--- config.mk ---
export PLATFORM = sky130hd
export DESIGN_NAME = ticketed_reply_window_flat
export DESIGN_NICKNAME = d
export VERILOG_FILES = /design/src/rtl/core/trw_pkg.sv /design/src/rtl/core/trw_req_if.sv /design/src/rtl/core/trw_rsp_if.sv /design/src/rtl/core/trw_controller.sv /design/src/rtl/core/trw_datapath.sv /design/src/rtl/core/ticketed_reply_window.sv /design/src/flat_wrapper.sv
export SDC_FILE = /design/constraint.sdc
export NUM_CORES = 2
export LEC_CHECK = 0
export BUFFER_PORTS_ARGS = -buffer_cell sky130_fd_sc_hd__buf_2
export CAP_MARGIN = 10
export CORE_MARGIN = 2
export CORE_UTILIZATION = 50
export CTS_BUF_LIST = sky130_fd_sc_hd__clkbuf_2
export CTS_CLUSTER_DIAMETER = 120
export CTS_CLUSTER_SIZE = 30
export DETAILED_ROUTE_END_ITERATION = 12
export MAX_ROUTING_LAYER = met4
export PLACE_DENSITY = 0.78
export SETUP_SLACK_MARGIN = 0.3
export SYNTH_ARGS = -nofsm -noshare
export SYNTH_HDL_FRONTEND = slang
export SYNTH_SLANG_ARGS = --single-unit
--- constraint.sdc ---
create_clock -name clock -period 32.5 [get_ports clock]
set_input_delay 4.875 -clock clock [delete_from_list [all_inputs] [get_ports clock]]
set_output_delay 4.875 -clock clock [all_outputs]
set_load 0.03 [all_outputs]
--- src/rtl/core/trw_pkg.sv ---
// ----------------------------------------------------------------------------
// trw_pkg: shared types and constants for the ticketed reply window
// Command and status codes, field widths, parameter defaults and the
// controller/datapath handshake structs.
// ----------------------------------------------------------------------------
package trw_pkg;

   localparam int DEF_CAPACITY      = 16;
   localparam int DEF_PAYLOAD_WIDTH = 32;

   localparam int CMD_W     = 2;
   localparam int TICKET_W  = 64;
   localparam int PAYLOAD_W = 32;
   localparam int STATUS_W  = 2;
   localparam int OCC_W     = 5;

   localparam logic [CMD_W-1:0] CMD_STORE = 2'd0;
   localparam logic [CMD_W-1:0] CMD_TAKE  = 2'd1;
   localparam logic [CMD_W-1:0] CMD_CLEAR = 2'd2;

   localparam logic [STATUS_W-1:0] STAT_OK      = 2'd0;
   localparam logic [STATUS_W-1:0] STAT_REJECT  = 2'd1;
   localparam logic [STATUS_W-1:0] STAT_NOMATCH = 2'd2;

   // controller -> datapath
   typedef struct packed {
      logic latch;     // capture the request transaction
      logic exec;      // run store / clear / no-op on the latched command
      logic step;      // advance the scan pipeline by one slot
      logic hit;       // match found: capture payload, restart for compaction
      logic shift_wr;  // compaction: write back the slot read last cycle
      logic shift_end; // compaction finished: drop one entry
      logic load_rsp;  // move the finished result into the output register
   } trw_ctrl_type;

   // datapath -> controller
   typedef struct packed {
      logic hit;
      logic issue;
      logic pipe_valid;
      logic rsp_free;
   } trw_stat_type;

endpackage

--- src/rtl/core/trw_req_if.sv ---
// ----------------------------------------------------------------------------
// trw_req_if: request channel
// Valid/ready channel carrying command, ticket and payload.
// ----------------------------------------------------------------------------
interface trw_req_if;
   logic                           valid;
   logic                           ready;
   logic [trw_pkg::CMD_W-1:0]      command;
   logic [trw_pkg::TICKET_W-1:0]   ticket;
   logic [trw_pkg::PAYLOAD_W-1:0]  payload_in;

   modport source (output valid, output command, output ticket, output payload_in,
                   input ready);
   modport sink   (input valid, input command, input ticket, input payload_in,
                   output ready);
endinterface

--- src/rtl/core/trw_rsp_if.sv ---
// ----------------------------------------------------------------------------
// trw_rsp_if: response channel
// Valid/ready channel carrying status, taken payload and occupancy.
// ----------------------------------------------------------------------------
interface trw_rsp_if;
   logic                           valid;
   logic                           ready;
   logic [trw_pkg::STATUS_W-1:0]   status;
   logic [trw_pkg::PAYLOAD_W-1:0]  payload_out;
   logic [trw_pkg::OCC_W-1:0]      occupancy;

   modport source (output valid, output status, output payload_out, output occupancy,
                   input ready);
   modport sink   (input valid, input status, input payload_out, input occupancy,
                   output ready);
endinterface

--- src/rtl/core/trw_controller.sv ---
// ----------------------------------------------------------------------------
// trw_controller: sequencing state machine
// Dispatches each command, runs the search and compaction scans and hands
// the result to the output register.
// ----------------------------------------------------------------------------
module trw_controller (
   input  logic                       clock,
   input  logic                       reset,
   input  logic                       req_valid,
   input  logic [trw_pkg::CMD_W-1:0]  req_command,
   output logic                       req_ready,
   input  trw_pkg::trw_stat_type      stat,
   output trw_pkg::trw_ctrl_type      ctrl
);
   import trw_pkg::*;

   localparam logic [2:0] S_IDLE   = 3'd0;
   localparam logic [2:0] S_EXEC   = 3'd1;
   localparam logic [2:0] S_SEARCH = 3'd2;
   localparam logic [2:0] S_SHIFT  = 3'd3;
   localparam logic [2:0] S_DONE   = 3'd4;

   logic [2:0] state_ff;
   logic [2:0] state_in;

   assign req_ready = (state_ff == S_IDLE);

   always_comb begin
      state_in = state_ff;
      ctrl     = '0;
      unique case (state_ff)
         S_IDLE: begin
            if (req_valid) begin
               ctrl.latch = 1'b1;
               state_in   = (req_command == CMD_TAKE) ? S_SEARCH : S_EXEC;
            end
         end
         S_EXEC: begin
            ctrl.exec = 1'b1;
            state_in  = S_DONE;
         end
         S_SEARCH: begin
            if (stat.hit) begin
               ctrl.hit = 1'b1;
               state_in = S_SHIFT;
            end else begin
               ctrl.step = 1'b1;
               // nothing left to read and nothing in flight: no match
               if (!stat.issue && !stat.pipe_valid) begin
                  state_in = S_DONE;
               end
            end
         end
         S_SHIFT: begin
            ctrl.step     = 1'b1;
            ctrl.shift_wr = 1'b1;
            if (!stat.issue && !stat.pipe_valid) begin
               ctrl.shift_end = 1'b1;
               state_in       = S_DONE;
            end
         end
         S_DONE: begin
            if (stat.rsp_free) begin
               ctrl.load_rsp = 1'b1;
               state_in      = S_IDLE;
            end
         end
         default: begin
            state_in = S_IDLE;
         end
      endcase
   end

   always_ff @(posedge clock) begin
      if (reset) begin
         state_ff <= S_IDLE;
      end else begin
         state_ff <= state_in;
      end
   end

endmodule

--- src/rtl/core/trw_datapath.sv ---
// ----------------------------------------------------------------------------
// trw_datapath: slot memories, ring pointers and result registers
// Holds the ticket/payload ring, the scan pipeline used by search and
// compaction, and the output register of the response channel.
// ----------------------------------------------------------------------------
module trw_datapath #(
   parameter int CAPACITY      = trw_pkg::DEF_CAPACITY,
   parameter int PAYLOAD_WIDTH = trw_pkg::DEF_PAYLOAD_WIDTH
) (
   input  logic                          clock,
   input  logic                          reset,
   input  logic [trw_pkg::CMD_W-1:0]     req_command,
   input  logic [trw_pkg::TICKET_W-1:0]  req_ticket,
   input  logic [trw_pkg::PAYLOAD_W-1:0] req_payload_in,
   output logic                          rsp_valid,
   input  logic                          rsp_ready,
   output logic [trw_pkg::STATUS_W-1:0]  rsp_status,
   output logic [trw_pkg::PAYLOAD_W-1:0] rsp_payload_out,
   output logic [trw_pkg::OCC_W-1:0]     rsp_occupancy,
   input  trw_pkg::trw_ctrl_type         ctrl,
   output trw_pkg::trw_stat_type         stat
);
   import trw_pkg::*;

   localparam int IDX_W   = (CAPACITY > 1) ? $clog2(CAPACITY) : 1;
   localparam int COUNT_W = $clog2(CAPACITY + 1);
   localparam int SUM_W   = COUNT_W + 1;
   localparam int STORE_W = (PAYLOAD_WIDTH < PAYLOAD_W) ? PAYLOAD_WIDTH : PAYLOAD_W;

   // (base + ofs) mod CAPACITY; both operands stay below twice the depth
   function automatic logic [IDX_W-1:0] ring_pos(input logic [IDX_W-1:0] base,
                                                 input logic [COUNT_W-1:0] ofs);
      logic [SUM_W-1:0] sum;
      sum = SUM_W'(base) + SUM_W'(ofs);
      if (sum >= SUM_W'(CAPACITY)) begin
         sum = sum - SUM_W'(CAPACITY);
      end
      return sum[IDX_W-1:0];
   endfunction

   logic [TICKET_W-1:0] slot_ticket_mem  [CAPACITY];
   logic [STORE_W-1:0]  slot_payload_mem [CAPACITY];

   logic [TICKET_W-1:0] rd_ticket_ff;
   logic [STORE_W-1:0]  rd_payload_ff;

   logic [CMD_W-1:0]     cmd_ff,         cmd_in;
   logic [TICKET_W-1:0]  ticket_ff,      ticket_in;
   logic [STORE_W-1:0]   payload_ff,     payload_in;
   logic [IDX_W-1:0]     oldest_ff,      oldest_in;
   logic [COUNT_W-1:0]   count_ff,       count_in;
   logic [COUNT_W-1:0]   off_ff,         off_in;
   logic                 pipe_valid_ff,  pipe_valid_in;
   logic [COUNT_W-1:0]   pipe_off_ff,    pipe_off_in;
   logic [STATUS_W-1:0]  work_status_ff, work_status_in;
   logic [PAYLOAD_W-1:0] work_result_ff, work_result_in;
   logic                 rsp_valid_ff,   rsp_valid_in;
   logic [STATUS_W-1:0]  rsp_status_ff,  rsp_status_in;
   logic [PAYLOAD_W-1:0] rsp_payload_ff, rsp_payload_in;
   logic [OCC_W-1:0]     rsp_occ_ff,     rsp_occ_in;

   logic                 issue;
   logic                 hit;
   logic                 rd_en;
   logic [IDX_W-1:0]     rd_addr;
   logic                 store_wr;
   logic                 wr_en;
   logic [IDX_W-1:0]     wr_addr;
   logic [TICKET_W-1:0]  wr_ticket;
   logic [STORE_W-1:0]   wr_payload;
   logic [31:0]          occ_wide;

   assign issue   = (off_ff < count_ff);
   assign hit     = pipe_valid_ff && (rd_ticket_ff == ticket_ff);
   assign rd_en   = ctrl.step && issue;
   assign rd_addr = ring_pos(oldest_ff, off_ff);

   assign store_wr = ctrl.exec && (cmd_ff == CMD_STORE) && (ticket_ff != '0);
   assign wr_en    = store_wr || (ctrl.shift_wr && pipe_valid_ff);

   always_comb begin
      if (store_wr) begin
         wr_addr    = ring_pos(oldest_ff, count_ff);
         wr_ticket  = ticket_ff;
         wr_payload = payload_ff;
      end else begin
         // compaction: slot read last cycle moves down one place
         wr_addr    = ring_pos(oldest_ff, pipe_off_ff - COUNT_W'(1));
         wr_ticket  = rd_ticket_ff;
         wr_payload = rd_payload_ff;
      end
   end

   always_ff @(posedge clock) begin
      if (wr_en) begin
         slot_ticket_mem[wr_addr]  <= wr_ticket;
         slot_payload_mem[wr_addr] <= wr_payload;
      end
      if (rd_en) begin
         rd_ticket_ff  <= slot_ticket_mem[rd_addr];
         rd_payload_ff <= slot_payload_mem[rd_addr];
      end
   end

   assign occ_wide = 32'(count_ff);

   always_comb begin
      cmd_in         = cmd_ff;
      ticket_in      = ticket_ff;
      payload_in     = payload_ff;
      oldest_in      = oldest_ff;
      count_in       = count_ff;
      off_in         = off_ff;
      pipe_valid_in  = pipe_valid_ff;
      pipe_off_in    = pipe_off_ff;
      work_status_in = work_status_ff;
      work_result_in = work_result_ff;
      rsp_valid_in   = rsp_valid_ff;
      rsp_status_in  = rsp_status_ff;
      rsp_payload_in = rsp_payload_ff;
      rsp_occ_in     = rsp_occ_ff;

      if (ctrl.latch) begin
         cmd_in         = req_command;
         ticket_in      = req_ticket;
         payload_in     = req_payload_in[STORE_W-1:0];
         off_in         = '0;
         pipe_valid_in  = 1'b0;
         work_status_in = (req_command == CMD_TAKE) ? STAT_NOMATCH : STAT_OK;
         work_result_in = '0;
      end

      if (ctrl.exec) begin
         unique case (cmd_ff)
            CMD_STORE: begin
               if (ticket_ff == '0) begin
                  work_status_in = STAT_REJECT;
               end else if (count_ff < COUNT_W'(CAPACITY)) begin
                  count_in = count_ff + COUNT_W'(1);
               end else begin
                  // full: newest overwrote the oldest, window slides
                  oldest_in = ring_pos(oldest_ff, COUNT_W'(1));
               end
            end
            CMD_CLEAR: begin
               oldest_in = '0;
               count_in  = '0;
            end
            default: begin
            end
         endcase
      end

      if (ctrl.step) begin
         pipe_valid_in = issue;
         pipe_off_in   = off_ff;
         if (issue) begin
            off_in = off_ff + COUNT_W'(1);
         end
      end

      if (ctrl.hit) begin
         // compaction starts at the slot after the match
         off_in         = pipe_off_ff + COUNT_W'(1);
         pipe_valid_in  = 1'b0;
         work_status_in = STAT_OK;
         work_result_in = PAYLOAD_W'(rd_payload_ff);
      end

      if (ctrl.shift_end) begin
         count_in = count_ff - COUNT_W'(1);
      end

      if (ctrl.load_rsp) begin
         rsp_valid_in   = 1'b1;
         rsp_status_in  = work_status_ff;
         rsp_payload_in = work_result_ff;
         rsp_occ_in     = occ_wide[OCC_W-1:0];
      end else if (rsp_ready) begin
         rsp_valid_in = 1'b0;
      end
   end

   always_ff @(posedge clock) begin
      if (reset) begin
         oldest_ff     <= '0;
         count_ff      <= '0;
         pipe_valid_ff <= 1'b0;
         rsp_valid_ff  <= 1'b0;
      end else begin
         oldest_ff     <= oldest_in;
         count_ff      <= count_in;
         pipe_valid_ff <= pipe_valid_in;
         rsp_valid_ff  <= rsp_valid_in;
      end
   end

   always_ff @(posedge clock) begin
      cmd_ff         <= cmd_in;
      ticket_ff      <= ticket_in;
      payload_ff     <= payload_in;
      off_ff         <= off_in;
      pipe_off_ff    <= pipe_off_in;
      work_status_ff <= work_status_in;
      work_result_ff <= work_result_in;
      rsp_status_ff  <= rsp_status_in;
      rsp_payload_ff <= rsp_payload_in;
      rsp_occ_ff     <= rsp_occ_in;
   end

   assign stat.hit        = hit;
   assign stat.issue      = issue;
   assign stat.pipe_valid = pipe_valid_ff;
   assign stat.rsp_free   = !rsp_valid_ff || rsp_ready;

   assign rsp_valid       = rsp_valid_ff;
   assign rsp_status      = rsp_status_ff;
   assign rsp_payload_out = rsp_payload_ff;
   assign rsp_occupancy   = rsp_occ_ff;

endmodule

--- src/rtl/core/ticketed_reply_window.sv ---
// ----------------------------------------------------------------------------
// ticketed_reply_window: bounded window of ticketed replies
// Requests arrive on req_channel (command, ticket, payload_in); every
// request yields exactly one response on rsp_channel (status, payload_out,
// occupancy). Store appends, overwriting the oldest entry when full; take
// returns and removes the oldest entry with a matching ticket; clear empties.
// One request is in work at a time. Store, clear and the unused code pass
// through an execute step and then a done step, which loads the response.
// A take walks the ring through one registered memory read port, one slot
// per cycle, reading every entry on a miss. On a match the search stops
// there and the later entries are copied down one slot per cycle.
// The next request is accepted in the cycle after the response is loaded.
// The response sits in an output register; a new request is accepted while
// it waits, and a stalled receiver only holds the sequencer in its final
// step. Reset empties the window at once; slot memories are not cleared.
// ----------------------------------------------------------------------------
module ticketed_reply_window #(
   parameter int CAPACITY      = trw_pkg::DEF_CAPACITY,
   parameter int PAYLOAD_WIDTH = trw_pkg::DEF_PAYLOAD_WIDTH
) (
   input  logic      clock,
   input  logic      reset,
   trw_req_if.sink   req_channel,
   trw_rsp_if.source rsp_channel
);
   import trw_pkg::*;

   trw_ctrl_type ctrl;
   trw_stat_type stat;

   trw_controller u_controller (
      .clock       (clock),
      .reset       (reset),
      .req_valid   (req_channel.valid),
      .req_command (req_channel.command),
      .req_ready   (req_channel.ready),
      .stat        (stat),
      .ctrl        (ctrl)
   );

   trw_datapath #(
      .CAPACITY      (CAPACITY),
      .PAYLOAD_WIDTH (PAYLOAD_WIDTH)
   ) u_datapath (
      .clock           (clock),
      .reset           (reset),
      .req_command     (req_channel.command),
      .req_ticket      (req_channel.ticket),
      .req_payload_in  (req_channel.payload_in),
      .rsp_valid       (rsp_channel.valid),
      .rsp_ready       (rsp_channel.ready),
      .rsp_status      (rsp_channel.status),
      .rsp_payload_out (rsp_channel.payload_out),
      .rsp_occupancy   (rsp_channel.occupancy),
      .ctrl            (ctrl),
      .stat            (stat)
   );

endmodule

--- src/flat_wrapper.sv ---
// flat-port wrapper written by rule: the top's interface ports become plain ports
module ticketed_reply_window_flat import trw_pkg::*;
#(
   parameter int CAPACITY      = trw_pkg::DEF_CAPACITY,
   parameter int PAYLOAD_WIDTH = trw_pkg::DEF_PAYLOAD_WIDTH
)
  (clock, reset, req_channel_valid, req_channel_command, req_channel_ticket, req_channel_payload_in, req_channel_ready, rsp_channel_valid, rsp_channel_status, rsp_channel_payload_out, rsp_channel_occupancy, rsp_channel_ready);
  trw_req_if req_channel_i ();
  trw_rsp_if rsp_channel_i ();
  input  logic clock;
  input  logic reset;
  input wire logic [$bits(req_channel_i.valid)-1:0] req_channel_valid;
  input wire logic [$bits(req_channel_i.command)-1:0] req_channel_command;
  input wire logic [$bits(req_channel_i.ticket)-1:0] req_channel_ticket;
  input wire logic [$bits(req_channel_i.payload_in)-1:0] req_channel_payload_in;
  output wire logic [$bits(req_channel_i.ready)-1:0] req_channel_ready;
  output wire logic [$bits(rsp_channel_i.valid)-1:0] rsp_channel_valid;
  output wire logic [$bits(rsp_channel_i.status)-1:0] rsp_channel_status;
  output wire logic [$bits(rsp_channel_i.payload_out)-1:0] rsp_channel_payload_out;
  output wire logic [$bits(rsp_channel_i.occupancy)-1:0] rsp_channel_occupancy;
  input wire logic [$bits(rsp_channel_i.ready)-1:0] rsp_channel_ready;
  assign req_channel_i.valid = req_channel_valid;
  assign req_channel_i.command = req_channel_command;
  assign req_channel_i.ticket = req_channel_ticket;
  assign req_channel_i.payload_in = req_channel_payload_in;
  assign req_channel_ready = req_channel_i.ready;
  assign rsp_channel_valid = rsp_channel_i.valid;
  assign rsp_channel_status = rsp_channel_i.status;
  assign rsp_channel_payload_out = rsp_channel_i.payload_out;
  assign rsp_channel_occupancy = rsp_channel_i.occupancy;
  assign rsp_channel_i.ready = rsp_channel_ready;
  ticketed_reply_window #(.CAPACITY(CAPACITY), .PAYLOAD_WIDTH(PAYLOAD_WIDTH)) u_core (.clock(clock), .reset(reset), .req_channel(req_channel_i), .rsp_channel(rsp_channel_i));
endmodule
After elaboration in Yosys (flattened, before gate mapping)
Memories as Yosys holds them, arrays and structs flattened. A register that Yosys moved wholly into a read port is not among the register bits.
Cells that the tools add are included.
Word-level totals
  input bits: 102
  output and inout bits: 41
  memories kept: 2
  RAM bits: 1536
  word-level logic and storage cells: 123
  bits in registers: 195
Memories
  u_core.u_datapath.slot_ticket_mem: depth 16, bits a word 64, read ports 1, clocked after memory_dff 1, write ports 1, RTL line trw_datapath.sv:41  | logic [TICKET_W-1:0] slot_ticket_mem [CAPACITY];
  u_core.u_datapath.slot_payload_mem: depth 16, bits a word 32, read ports 1, clocked after memory_dff 1, write ports 1, RTL line trw_datapath.sv:42  | logic [STORE_W-1:0] slot_payload_mem [CAPACITY];
Operators by class
  muxes and demuxes: 49
  equal/unequal tests: 13
  $add $sub $neg: 13
  reductions and logical operators: 25
  magnitude comparators: 6
Operators by type and width (number)
  two-way mux 32 bit: 3
  equality test 64 bit: 1
  logical NOT 64 bit: 1
  two-way mux 64 bit: 1
  nonzero test 64 bit: 1
  two-way mux 5 bit: 8
  two-way mux 4 bit: 7
  adder 4 x 5 -> 6 bit: 3
  greater-or-equal comparator 6 x 5 -> 1 bit (second input constant): 3
  subtractor 4 x 1 -> 4 bit (second input constant): 4
  adder 5 x 1 -> 5 bit (second input constant): 3
  two-way mux 1 bit: 15
  case mux 3 bit (5 select lines): 1
  two-way mux 2 bit: 7
  two-way mux 3 bit: 4
  case mux 5 bit (2 select lines): 1
  nonzero test 2 bit: 5
  subtractor 5 x 1 -> 5 bit (second input constant): 2
  case mux 4 bit (2 select lines): 1
  AND reduction 4 bit: 2
  equality test 3 x 2 -> 1 bit (second input constant): 2
  logical AND 1 bit: 6
  inequality test 2 bit (second input constant): 3
  adder 4 x 1 -> 5 bit (second input constant): 1
  18 further kinds: 21

Depth between registers and ports, before layout
  depth in word-level cells: 9
  depth in mapped cells: 14
  mapped depth without buffers: 12

Modules after synthesis
From an unflattened synthesis, not the netlist that was laid out.
Unflattened totals
  cell total of the unflattened synthesis: 3626
  area, all modules: 70367.5 µm²
Modules (own cells, without submodules)
  trw_datapath: cells an instance 3596, instances 1, seq. area each 54592.4 µm², area each 70128.5 µm²
  trw_controller: cells an instance 30, instances 1, seq. area each 60.1 µm², area each 239.0 µm²

Worst setup path after synthesis
Ideal clock, no wire load.
  path kind: register to register
  start point: register u_core.u_controller.state_ff[2]
  end point: memory u_core.u_datapath.slot_payload_mem[14][0] (netlist bit), enable pin
  arrival: 12.132 ns
  library setup time: 0.786 ns
  stages on the path, launching flop included: 15
  clock period less this slack: 12.918 ns
  data required time: 31.714 ns
  path buffers: 3
  path slack: 19.582 ns
  path through: dfxtp_1 -> clkbuf_1 -> nand2b_1 -> or3_1 -> nor3_4 -> buf_2 -> clkbuf_1 -> nor2_1 -> a21oi_1 -> ha_1 -> a21oi_1 -> nand2_1 -> xor2_1 -> xor2_2 -> nor4_1
Between the ends
  word-level cells in the longest chain between the ends: 7
  elaborated cells between the ends (all ways): 11
  classes of those cells: eq/ne: 2; mux: 5; reduce/logical: 4
Ends and longest elaborated chain
  from (decl): RTL line trw_controller.sv:23  | logic [2:0] state_ff;
  from (signal assigned): RTL line trw_controller.sv:78  | state_ff <= state_in;
  equality test 3 x 1 -> 1 bit: RTL line trw_controller.sv:31  | unique case (state_ff)
  two-way mux 1 bit: RTL line trw_controller.sv:31
  logical AND 1 bit (2 in series): RTL line trw_datapath.sv:78  | assign store_wr = ctrl.exec && (cmd_ff == CMD_STORE) && (ticket_ff != '0);
  logical OR 1 bit: RTL line trw_datapath.sv:79  | assign wr_en = store_wr || (ctrl.shift_wr && pipe_valid_ff);
  two-way mux 1 bit: RTL line trw_datapath.sv:95  | if (wr_en) begin
  two-way mux 1 bit (not written as such): RTL line trw_datapath.sv:97  | slot_payload_mem[wr_addr] <= wr_payload;
  to (decl): RTL line trw_datapath.sv:42
Several ways; a longest one is shown, not always the timed one.

Worst setup path in the final report
  start point: register u_core.u_controller.state_ff[2]
  end point: output port req_channel_ready
Between the ends
  word-level cells in the longest chain between the ends: 1
Ends and longest elaborated chain
  logical NOT 3 bit: RTL line trw_controller.sv:26  | assign req_ready = (state_ff == S_IDLE);
  to (decl): RTL line flat_wrapper.sv:16  | output wire logic [$bits(req_channel_i.ready)-1:0] req_channel_ready;
No other way between the ends.

==> metrics.md <==
| Metric | Value |
|---|---|
| Relative slew slack | 0.2336 |
| Crit. End Element | output port |
| First-pass GRT wire length | between 200 and 250 mm |
| H-tree Lvls | 3 |
| Clock skew | about 130 ps |
| GPL Wtd Cong | a little over 0.9 |
| TritonCTS Buffers | 71 |
| EDFF count, synth | approximately 1800 |
| Critical-path top delay cell | dfxtp_1 |
| Share of layout cells above drive strength 1 | 0.2305 |
| Sw frac | 0.2637 |
| Crit path kind | reg2out |
| Endpoint required time on the critical path | about 28000 ps |
| Period minus WS final | about 7700 ps |
| Distinct cells, synth | around 70 |
| Post-Place Cell Area | between 0.07 and 0.08 mm2 |
| Slew Limit Fails | 0 |
| Mapped Nets | 3561 |
| Routed wire per std cell | about 30 um |
| Aggregate global routing overflow | 0 |
| Final setup fails | 0 |
| Clock Tree Root | clkbuf_2 |
| Initial antenna violation count | 8 |
| Post-cts resize count | 0 |
| Hold slack | roughly 440 ps |
| Total track usage | 0.2331 |
| Vias | 34330 |
| Fmax | between 0.1 and 0.15 GHz |
| Main flop type after synthesis | edfxtp_1 |
| Clock network fraction of total power | 0.166 |
| Routed WL | around 160 mm |
| Max clock buf depth | 3 |
| Largest net degree at the start of global routing | about 120 |
| Nets | about 3700 |
| Part of the power in registers | 0.628 |
| Sequential fraction of the synthesis area | 0.7762 |
| Starting density of the core | 0.5040 |
| CORE AREA | around 0.14 mm2 |
| Arrival @ worst endpoint | approximately 2800 ps |
| Finished Cell Area | ~0.074 mm2 |
| Slew of the pin with the lowest slew margin | 1150 ps |
| Worst VDD drop | ~0.000058 V |
| Internal Power | roughly 3100 uW |
| P per Cell Area | 57.56 mW/mm2 |
| Final Hold Fails | 0 |
| Die ar. | about 0.14 mm2 |
| Synth Register Bits | roughly 1800 |
| Core Rows | roughly 140 |
| Vias in the first global route | about 34000 |
| Status | finished clean |
| Buffer count from post-CTS setup fixing | 0 |
| Detailed Routing Iterations Pass 1 | 6 |
| Post-route ant nets | 0 |
| Initial DRC Count | just under 5000 |
| HP Class | reg2reg |
| DIE HEIGHT | approximately 380 um |
| Setup TNS | 0 ps |
| Logic pwr share | 0.206 |
| Async set or reset register ratio after synthesis | 0 |
| Hold buffers post-CTS | 0 |
| Fin crit share | 0.2366 |
| CP Max Fanout | 10 |
| # DRC | 0 |
| CP peak stage delay | around 500 ps |
| Clk pin slew, worst setup/hold paths | between 500 and 600 ps |
| Psw | approximately 1100 uW |
| I/O Pins | 143 |
| Mapped cell area | 0.07041 mm2 |
| Leakage power | roughly 0.023 uW |
| Yosys warnings | 0 |
| Syn avg cell area | roughly 20 um2 |
| Tot Pwr | 4266 uW |
| RSZ-0062 raised after global routing | no |
| Sinks on Clock Net | about 1800 |
| Worst setup SP type | flip-flop |
| Cells after Synth | 3440 |
| IO Port Bufs | ~140 |
| Skew-Pair Late Insertion Delay | about 1600 ps |
| CTS tree | done |
| Max cap viols | 0 |
| Hpwl dp | between 90 and 100 mm |
| Drt via density | ~6.3 |
| Fin util | 0.5305 |
| CP Cell Sequence | nor3_1, buf_2 |
| Layout area overhead | 5.251% |
| Die width | ~380 um |
==> power by group through the flow <==
stage	Combinational [uW]	Clock (uW)	Sequential, uW
2_1_floorplan	660	0	2730
3_3_place_gp	878	0	2720
3_5_place_dp	888	0	2730
4_1_cts	891	722	2680
5_1_grt	948	788	2680
6_report	877	708	2680
==> metal layers <==
layer,up-vias,routed length (um),GRT usage
met4,0,4469,0.06559
met5,-,0,-
met2,1901,76660,0.3512
met3,213,17330,0.04122
li1,14060,-,-
met1,18150,63130,0.3318
==> synthesized netlist by cell type, types with 3 or more instances <==
library cell,instances,area (um2)
nand4b_1,5,43.79
edfxtp_1,1806,54230
nand2b_1,13,81.33
nor3_1,7,35.03
or3_1,5,31.28
xnor2_1,28,245.2
nand4_1,15,93.84
a21oi_1,16,80.08
and2_1,33,206.5
nand3_1,12,60.06
clkbuf_1,104,390.4
mux2_2,94,1059
ha_1,17,212.7
or3b_2,4,35.03
buf_1,15,56.30
nor2b_1,10,62.56
and3_1,101,631.9
o2111ai_1,3,26.28
dfxtp_1,21,420.4
buf_2,47,235.2
nor4b_1,3,26.28
xor2_1,41,359.1
o21ai_1,4,20.02
nand2_1,406,1524
mux4_2,384,8648
o21ai_0,7,35.03
a31oi_1,100,625.6
nor4_1,31,193.9
mux2i_1,5,50.05
inv_1,22,82.58
nor2_1,35,131.4
==> layout by cell type (no fill, tap or decap), types with 26 or more instances in the layout <==
| cell type | instances |
|---|---|
| a31oi_1 | 100 |
| and3_1 | 100 |
| and2_1 | 33 |
| buf_4 | 64 |
| clkbuf_2 | 85 |
| xnor2_1 | 26 |
| xor2_1 | 39 |
| mux2_2 | 94 |
| mux4_2 | 384 |
| nor4_1 | 30 |
| buf_2 | 142 |
| edfxtp_1 | 1806 |
| nand2_1 | 406 |
==> worst max-delay path: cells and delay by family (launching register included) <==
kind                   cells  cell delay (ps)
flip-flops                 1              500
buffers and inverters      1              290
AND/OR/NAND/NOR            1              450
==> kinds of logic after synthesis <==
group / share of synthesized area
flops: 0.7762
fa+ha+maj: 0.003589
compound gates: 0.01393
xor+xnor: 0.009045
mux: 0.1389
buf+inv: 0.01102
simple gates: 0.04734
==> cell type report <==
class | instances | area, um2
fillers | 10450 | 65590
flip-flops and latches | 1827 | 54650
multi-input cells | 1423 | 15190
well taps | 1876 | 2347
repair buffers | 210 | 1271
clock buffers | 85 | 425.4
clock inverters | 7 | 115.1
inverters | 23 | 93.84
diodes | 6 | 15.01
==> final timing paths <==
path                                                     startpoint                                                 end  slack, ps  cells after the start
hold reg to reg   u_core.u_datapath.work_result_ff[1]$_SDFFCE_PN0P_      u_core.u_datapath.rsp_payload_out[1]$_DFFE_PP_        440                      0
setup reg to reg          u_core.u_datapath.ticket_ff[63]$_DFFE_PP_  u_core.u_datapath.slot_ticket_mem[0][34]$_DFFE_PP_      25770                     14
hold / removal    u_core.u_datapath.work_result_ff[1]$_SDFFCE_PN0P_      u_core.u_datapath.rsp_payload_out[1]$_DFFE_PP_        440                      0
setup / recovery       u_core.u_controller.state_ff[2]$_SDFFE_PP0P_                                   req_channel_ready      24810                      2
==> flip-flops by register name (all words and copies together), names as in the netlist, 3 cells and up <==
signal	flops
u_core.u_controller.state_ff	3
u_core.u_datapath.count_ff	5
u_core.u_datapath.off_ff	5
u_core.u_datapath.oldest_ff	4
u_core.u_datapath.payload_ff	32
u_core.u_datapath.pipe_off_ff	5
u_core.u_datapath.rd_payload_ff	32
u_core.u_datapath.rd_ticket_ff	64
u_core.u_datapath.rsp_occupancy	5
u_core.u_datapath.rsp_payload_out	32
u_core.u_datapath.slot_payload_mem	512
u_core.u_datapath.slot_ticket_mem	1024
u_core.u_datapath.ticket_ff	64
u_core.u_datapath.work_result_ff	32
==> through the flow <==
step | worst slack, ps | instances
after floorplan | 19580 | 3440
after global placement | 25440 | 5359
after detailed placement | 25380 | 5359
after CTS | 24560 | 5451
after global routing | 24580 | 5457
final | 24810 | 5457
No activity file was read; power rests on OpenSTA's default activity.
